===== src/design/tak_isqrt.sv =====
// ----------------------------------------------------------------------------
// tak_isqrt
// Pipelined integer square root, floor, one result bit per register stage.
// ----------------------------------------------------------------------------
`default_nettype none

module tak_isqrt #(
    parameter int W = 50
) (
    input  wire logic           i_clk,
    input  wire logic           i_rst_n,
    input  wire logic           i_valid,
    input  wire logic [W-1:0]   i_rad,
    output logic                o_valid,
    output logic [W/2-1:0]      o_root
);

    localparam int N  = W / 2;
    localparam int RW = N + 3;

    logic          r_vld [N];
    logic [RW-1:0] r_rem [N];
    logic [N-1:0]  r_q   [N];
    logic [W-1:0]  r_rad [N];

    for (genvar k = 0; k < N; k++) begin : g_stage
        logic          p_vld;
        logic [RW-1:0] p_rem;
        logic [N-1:0]  p_q;
        logic [W-1:0]  p_rad;
        logic [RW-1:0] n_cur;
        logic [RW-1:0] n_trial;
        logic          n_ge;

        if (k == 0) begin : g_first
            assign p_vld = i_valid;
            assign p_rem = '0;
            assign p_q   = '0;
            assign p_rad = i_rad;
        end else begin : g_next
            assign p_vld = r_vld[k-1];
            assign p_rem = r_rem[k-1];
            assign p_q   = r_q[k-1];
            assign p_rad = r_rad[k-1];
        end

        // bring down two radicand bits, try (2q)*2 + 1
        assign n_cur   = {p_rem[RW-3:0], p_rad[W-1:W-2]};
        assign n_trial = {1'b0, p_q, 2'b01};
        assign n_ge    = (n_cur >= n_trial);

        always_ff @(posedge i_clk) begin
            if (!i_rst_n) begin
                r_vld[k] <= 1'b0;
            end else begin
                r_vld[k] <= p_vld;
            end
            r_rem[k] <= n_ge ? (n_cur - n_trial) : n_cur;
            r_q[k]   <= {p_q[N-2:0], n_ge};
            r_rad[k] <= {p_rad[W-3:0], 2'b00};
        end
    end

    assign o_valid = r_vld[N-1];
    assign o_root  = r_q[N-1];

endmodule

`default_nettype wire


===== config.mk =====
export PLATFORM = sky130hd
export DESIGN_NAME = tak_isqrt
export DESIGN_NICKNAME = d
export VERILOG_FILES = /design/src/design/tak_isqrt.sv
export SDC_FILE = /design/constraint.sdc
export NUM_CORES = 2
export LEC_CHECK = 0
export BUFFER_PORTS_ARGS = -buffer_cell sky130_fd_sc_hd__buf_2
export CORE_MARGIN = 2
export CORE_UTILIZATION = 45
export DETAILED_ROUTE_END_ITERATION = 10
export RECOVER_POWER = 50
export REMOVE_ABC_BUFFERS = 1
export SYNTH_ARGS = -nofsm -noshare
export SYNTH_HDL_FRONTEND = slang
export SYNTH_SLANG_ARGS = --single-unit

===== constraint.sdc =====
create_clock -name i_clk -period 3.9 [get_ports i_clk]
set_clock_uncertainty 0.2 [all_clocks]
set_input_delay 0.78 -clock i_clk [delete_from_list [all_inputs] [get_ports i_clk]]
set_output_delay 0.78 -clock i_clk [all_outputs]
set_load 0.02 [all_outputs]

# Word-level counts from Yosys, hierarchy flattened
# Memory sizes are Yosys's and may differ from the RTL's.
# Cells that the tools add are included.
[classes] addsub=25 n_lt_le_gt_ge=25 muxes=52 bitwise=25
[ops] operator="28-bit two-way mux" count=25
[ops] operator="28-bit by 27-bit greater-or-equal comparator with 1-bit output" count=24
[ops] operator="28-bit by 27-bit subtractor with 28-bit output" count=24
[ops] operator="1-bit two-way mux" count=27
[ops] operator="1-bit bitwise OR" count=25
[ops] operator="2-bit by 1-bit subtractor with 3-bit output (second input constant)" count=1
[ops] operator="2-bit by 1-bit greater-or-equal comparator with 1-bit output (second input constant)" count=1
[word_totals] ff_bits=0 ramBits=2550 inputBits=53 output_inout_bits=26 wordCells=131 mem_count=4
[mem_list] memory="r_rad" depth=25 width=48 rd=24 rd_clocked_by_memory_dff=0 write_ports=25 line_no="24" text="logic [W-1:0] r_rad [N];"
[mem_list] memory="r_rem" depth=25 width=28 rd=24 rd_clocked_by_memory_dff=0 write_ports=25 line_no="22" text="logic [RW-1:0] r_rem [N];"
[mem_list] memory="r_q" depth=25 width=25 rd=25 rd_clocked_by_memory_dff=0 write_ports=25 line_no="23" text="logic [N-1:0] r_q [N];"
[mem_list] memory="r_vld" depth=25 width=1 rd=25 rd_clocked_by_memory_dff=0 write_ports=25 line_no="21" text="logic r_vld [N];"

# Longest topological paths before layout
# An unclocked memory read counts as a cell.
[depth] depth_word=3 ltp_mapped=14 depth_no_buf=12

# Worst setup path after synthesis
# No wires, ideal clock.
[synth_path] path_kind="reg-to-reg" startpoint="memory r_q[10][25] (netlist name)" endpoint="memory r_rem[2][193] (netlist name)" setup_time_ps=121 t_arrival_ps=2888 required_ps=3579 path_slack_ps=691 stages_incl_launch_ff=12 n_path_buf=0 period_less_slack_ps=3209 path_cell_list="dfxtp_1 -> inv_1 -> ha_1 -> or3_1 -> o22ai_1 -> o21ai_1 -> a21o_1 -> o41a_1 -> o41ai_4 -> o31ai_1 -> a211oi_1 -> mux2_2"
[synth_rtl] element="from (decl)" line_no="23"
[synth_rtl] element="to (decl)" line_no="22"

==> Flow_metrics.wiki <==
{| class="wikitable"
! Metric !! Value
|-
| Sum Neg Setup Slack || 0 ns
|-
| Critical Path RT || 4.36 ns
|-
| Endpoint of the most critical register-to-register path || r_rem[2][203]
|-
| Number of antenna violations at the first check in global routing || 2
|-
| Leakage component of the power || 29.9 nW
|-
| Dominant cell type by count on the critical path || sky130_fd_sc_hd__o21ai_0
|-
| Height of the die || 354 µm
|-
| Number of global-route vias before repair || 34800
|-
| Unique cell type count in the Yosys netlist || 90
|-
| Data arrival time at the worst-slack endpoint || 4.06 ns
|-
| Maximum number of pins on one net before global-route repair || 45
|-
| Count of vias placed by the detailed router || 35500
|-
| Termination of the worst setup path || r_rem[2][203]
|-
| Diodes inserted || 0
|-
| Net Switching || 11.7 mW
|-
| Total overflow reported by the global router || 0
|-
| Worst-case clock buffer depth || 3
|-
| Internal Power || 31.2 mW
|-
| Number of input and output port buffers inserted || 78
|-
| Post-synthesis async set-or-reset flop share || 0%
|-
| Number of design rule violations left after detail routing || 0
|-
| Initial Util || 45.3%
|-
| WL final || 104000 µm
|-
| Post-Syn Area per Cell || 10.4 µm²
|-
| Layout net count || 5959
|-
| Synthesis-to-finish area growth || 15.3%
|-
| Synth Flop Type || sky130_fd_sc_hd__dfxtp_1
|-
| Share of final-layout standard cells stronger than drive strength 1 || 8.52%
|-
| Final Wtd Congestion || 0.868
|-
| Critical path, cell by cell || inv_1, ha_1, nor2_1, a211oi_1, o21ai_0, a31oi_1, a21oi_1, o21ai_0, a31o_2, buf_12, mux2_2
|-
| Max-slew violation count || 0
|-
| Crit-path max FO || 30
|-
| Post-detailed-route via-to-cell ratio || 4.87
|-
| Fraction of power consumed by combinational cells || 16.4%
|-
| Count of routing violations after the opening detailed-route iteration || 1902
|-
| H-tree levels || 4
|-
| Post-DRT Antenna Nets || 0
|-
| Maximum cell stage delay along the critical path || 0.46 ns
|-
| Worst-skew pair later-pin latency || 0.77 ns
|-
| Reg-to-reg startpoint || r_q[11][1]
|-
| Pin slew with the least headroom to its limit || 0.792 ns
|-
| Register bit count reported by yosys || 1539
|-
| Maximum Capacitance Violations || 0
|-
| Overall die width || 354 µm
|-
| Highest ir drop seen on vdd || 464 µV
|-
| Category of cells accounting for the largest share of critical-path delay || compound AO/OA/AOI/OAI gates
|-
| Buf/Inv on CP || 2
|-
| Number of flops mapped to enable cells by yosys || 0
|-
| Unrepaired setup endpoints after global routing || false
|-
| Num Clock Sinks || 1539
|-
| Startpoint Class || flip-flop
|-
| Critical path start-end classification || reg2reg
|-
| I/O pin count || 79
|-
| First-pass DRT Iterations || 5
|-
| Row count || 128
|-
| CTS-repair resized insts || 0
|-
| Setup crit start || r_q[11][1]
|-
| Sequential Power Share || 47.3%
|-
| Length in cells of the worst reg-to-reg path || 11
|-
| Crit end category || flip-flop
|-
| Cell area after synthesis || 55100 µm²
|-
| Total setup violations reported at the end of the flow || 0
|-
| Post-synthesis instance total || 5313
|-
| Clock slew at the register clock pins of the worst setup and hold paths || 0.06 ns
|-
| Wire length of the first global-routing pass || 173000 µm
|-
| Root Buffer || sky130_fd_sc_hd__clkbuf_16
|-
| Portion of the post-synthesis area used by sequential elements || 55.9%
|-
| Die footprint || 125000 µm²
|-
| Number of endpoints with negative hold slack in the final report || 0
|-
| Cts bufs inserted || 160
|-
| Number of inserted filler cells in the final layout || 11000
|-
| CTS tree || yes
|-
| Setup slack of the most critical reg-to-reg path || 0.30 ns
|-
| Relative contribution of the clock network to total power || 36.3%
|-
| Switching power as a share of total power || 27.3%
|-
| Yosys Warn Count || 0
|-
| Path category of the worst min-delay check || reg2reg
|-
| Core box area || 122000 µm²
|-
| Fin Hold WS || 0.110 ns
|-
| Final period utilization || 92.4%
|-
| Slowest stage cell on the critical path || sky130_fd_sc_hd__a211oi_1
|-
| Clock period minus final worst setup slack || 3.60 ns
|-
| Routed len/inst || 14.3 µm
|-
| Rel. slew slack || 46.8%
|-
| Number of buffers inserted by post-CTS setup repair || 0
|-
| Half-perimeter wire length after detailed placement || 77600 µm
|-
| Outcome || finished, final reports clean
|-
| Highest Clock Rate || 278 MHz
|-
| Number of logic stages on the critical path including buffering || 11
|-
| Global-route total usage across every layer || 16.7%
|-
| Power density over cell area || 675 nW/µm²
|}
-- cells by family (layout without fill, tap and decap cells) --
| logic type | after synthesis | after routing | synth area share (%) |
|---|---|---|---|
| xor gates and xnor gates | 476 | 476 | 7.58 |
| buffers and inverters | 524 | 883 | 3.61 |
| AOI/OAI and AO/OA | 1011 | 1011 | 11.4 |
| muxes | 62 | 62 | 1.25 |
| other | 1 | 1 | 0.00680 |
| adders and majority gates | 352 | 352 | 7.99 |
| DFF | 1539 | 1539 | 55.9 |
| and+or+nand+nor | 1348 | 1348 | 12.3 |
-- Yosys cell counts, drive strengths merged, types with 26 or more instances --
master	instances	share of area, %
mux2	55	1.1
ha	352	8.0
and3	37	0.42
a21oi	328	3.0
inv	439	3.0
nand4	45	0.51
nand2	333	2.3
xnor2	260	4.1
and2	42	0.48
or3	53	0.62
nor2	335	2.3
nor3	113	1.0
dfxtp	1539	56
nand3	86	0.78
o21bai	36	0.50
o21ai	261	2.4
or4	30	0.42
nand3b	26	0.38
o21a	65	0.89
nor2b	52	0.59
xor2	216	3.4
o31ai	26	0.35
clkbuf	72	0.49
nand2b	57	0.67
a21o	117	1.6
or2	33	0.38
nor4	67	0.85
a31oi	29	0.33
-- power by group through the flow --
| stage | sequential [mW] | combinational [mW] | clock, mW |
|---|---|---|---|
| 2_1_floorplan | 19.9 | 5.57 | 0 |
| 3_3_place_gp | 20.6 | 6.92 | 0 |
| 5_1_grt | 20.6 | 7.99 | 16.8 |
| 4_1_cts | 20.3 | 7.08 | 16.1 |
| 3_5_place_dp | 20.7 | 6.98 | 0 |
| 6_report | 20.3 | 7.05 | 15.6 |
-- metal layers --
metal	GRT usage, %	wire, µm	vias up
met5	0	0	-
met4	6.15	2930	0
met3	3.03	3860	191
met2	28.4	49000	491
met1	21.1	48500	16300
li1	-	-	18500
-- what timing repair did --
item / CTS / global route
endpoints found under the setup margin: 0 / 0
endpoints found under the hold margin: 52 / 0
hold buffers: 52 / 0
-- placed cells by master, fill, tap and decap left out, types with 26 or more instances in the layout --
cell                            synthesis  final
sky130_fd_sc_hd__dfxtp_1             1539   1539
sky130_fd_sc_hd__inv_1                439    439
sky130_fd_sc_hd__ha_1                 352    352
sky130_fd_sc_hd__nor2_1               334    334
sky130_fd_sc_hd__nand2_1              333    333
sky130_fd_sc_hd__a21oi_1              327    327
sky130_fd_sc_hd__xnor2_1              259    259
sky130_fd_sc_hd__o21ai_0              250    250
sky130_fd_sc_hd__xor2_1               216    216
sky130_fd_sc_hd__clkbuf_16              0    161
sky130_fd_sc_hd__a21o_1               117    117
sky130_fd_sc_hd__nor3_1               113    112
sky130_fd_sc_hd__nand3_1               86     86
sky130_fd_sc_hd__buf_2                  7     78
sky130_fd_sc_hd__o21a_1                65     65
sky130_fd_sc_hd__nor4_1                63     63
sky130_fd_sc_hd__mux2_2                55     55
sky130_fd_sc_hd__nand2b_1              55     55
sky130_fd_sc_hd__nor2b_1               52     52
sky130_fd_sc_hd__dlygate4sd3_1          0     52
sky130_fd_sc_hd__or3_1                 51     51
sky130_fd_sc_hd__nand4_1               45     45
sky130_fd_sc_hd__and2_1                41     41
sky130_fd_sc_hd__and3_1                37     37
sky130_fd_sc_hd__o21bai_1              35     35
sky130_fd_sc_hd__or2_2                 31     31
sky130_fd_sc_hd__clkbuf_8               0     30
sky130_fd_sc_hd__a31oi_1               29     29
sky130_fd_sc_hd__clkbuf_1              72     29
sky130_fd_sc_hd__buf_4                  2     29
sky130_fd_sc_hd__or4_1                 28     28
sky130_fd_sc_hd__o31ai_1               26     26
-- worst min-delay path by stage --
| stage | slack (ns) | endpoint | from | cells past startpoint |
|---|---|---|---|---|
| after floorplan | 0.11 | r_rad[0][100] | r_rad[0][50] | 0 |
| after global placement | 0.11 | r_rad[1][316] | r_rad[1][266] | 0 |
| after CTS | 0.11 | r_rad[0][308] | r_rad[0][258] | 0 |
| after global routing | 0.11 | r_rad[0][286] | r_rad[0][236] | 0 |
| after detailed placement | 0.11 | r_rad[0][127] | r_rad[0][77] | 0 |
| final | 0.11 | r_rad[0][308] | r_rad[0][258] | 0 |
-- state kept, by name (all words and copies together) (netlist names) --
register and cells:
r_rad 600, r_rem 589, r_q 325, r_vld 25
-- area by class of cell --
class / instances / area (µm²) / area share (%)
inverters: 440 / 1650 / 2.60
multi-input cells: 3250 / 22300 / 35.1
well taps: 1625 / 2030 / 3.20
clock buffers: 220 / 4550 / 7.16
flip-flops and latches: 1539 / 30800 / 48.5
repair buffers: 163 / 1210 / 1.90
clock inverters: 60 / 987 / 1.55
-- through the flow --
step	instance area, µm²	utilization (%)	setup WS, ns	total power [mW]	instances
2_1_floorplan	54800	-	-0.238	25.5	5229
3_3_place_gp	57500	47.3	0.418	27.6	6965
3_5_place_dp	57500	47.3	0.388	27.6	6965
4_1_cts	63600	52.2	0.360	43.5	7297
5_1_grt	63600	52.2	0.0330	45.3	7297
6_report	63600	52.2	0.297	42.9	7297
Power figures use the tool's default switching activity.
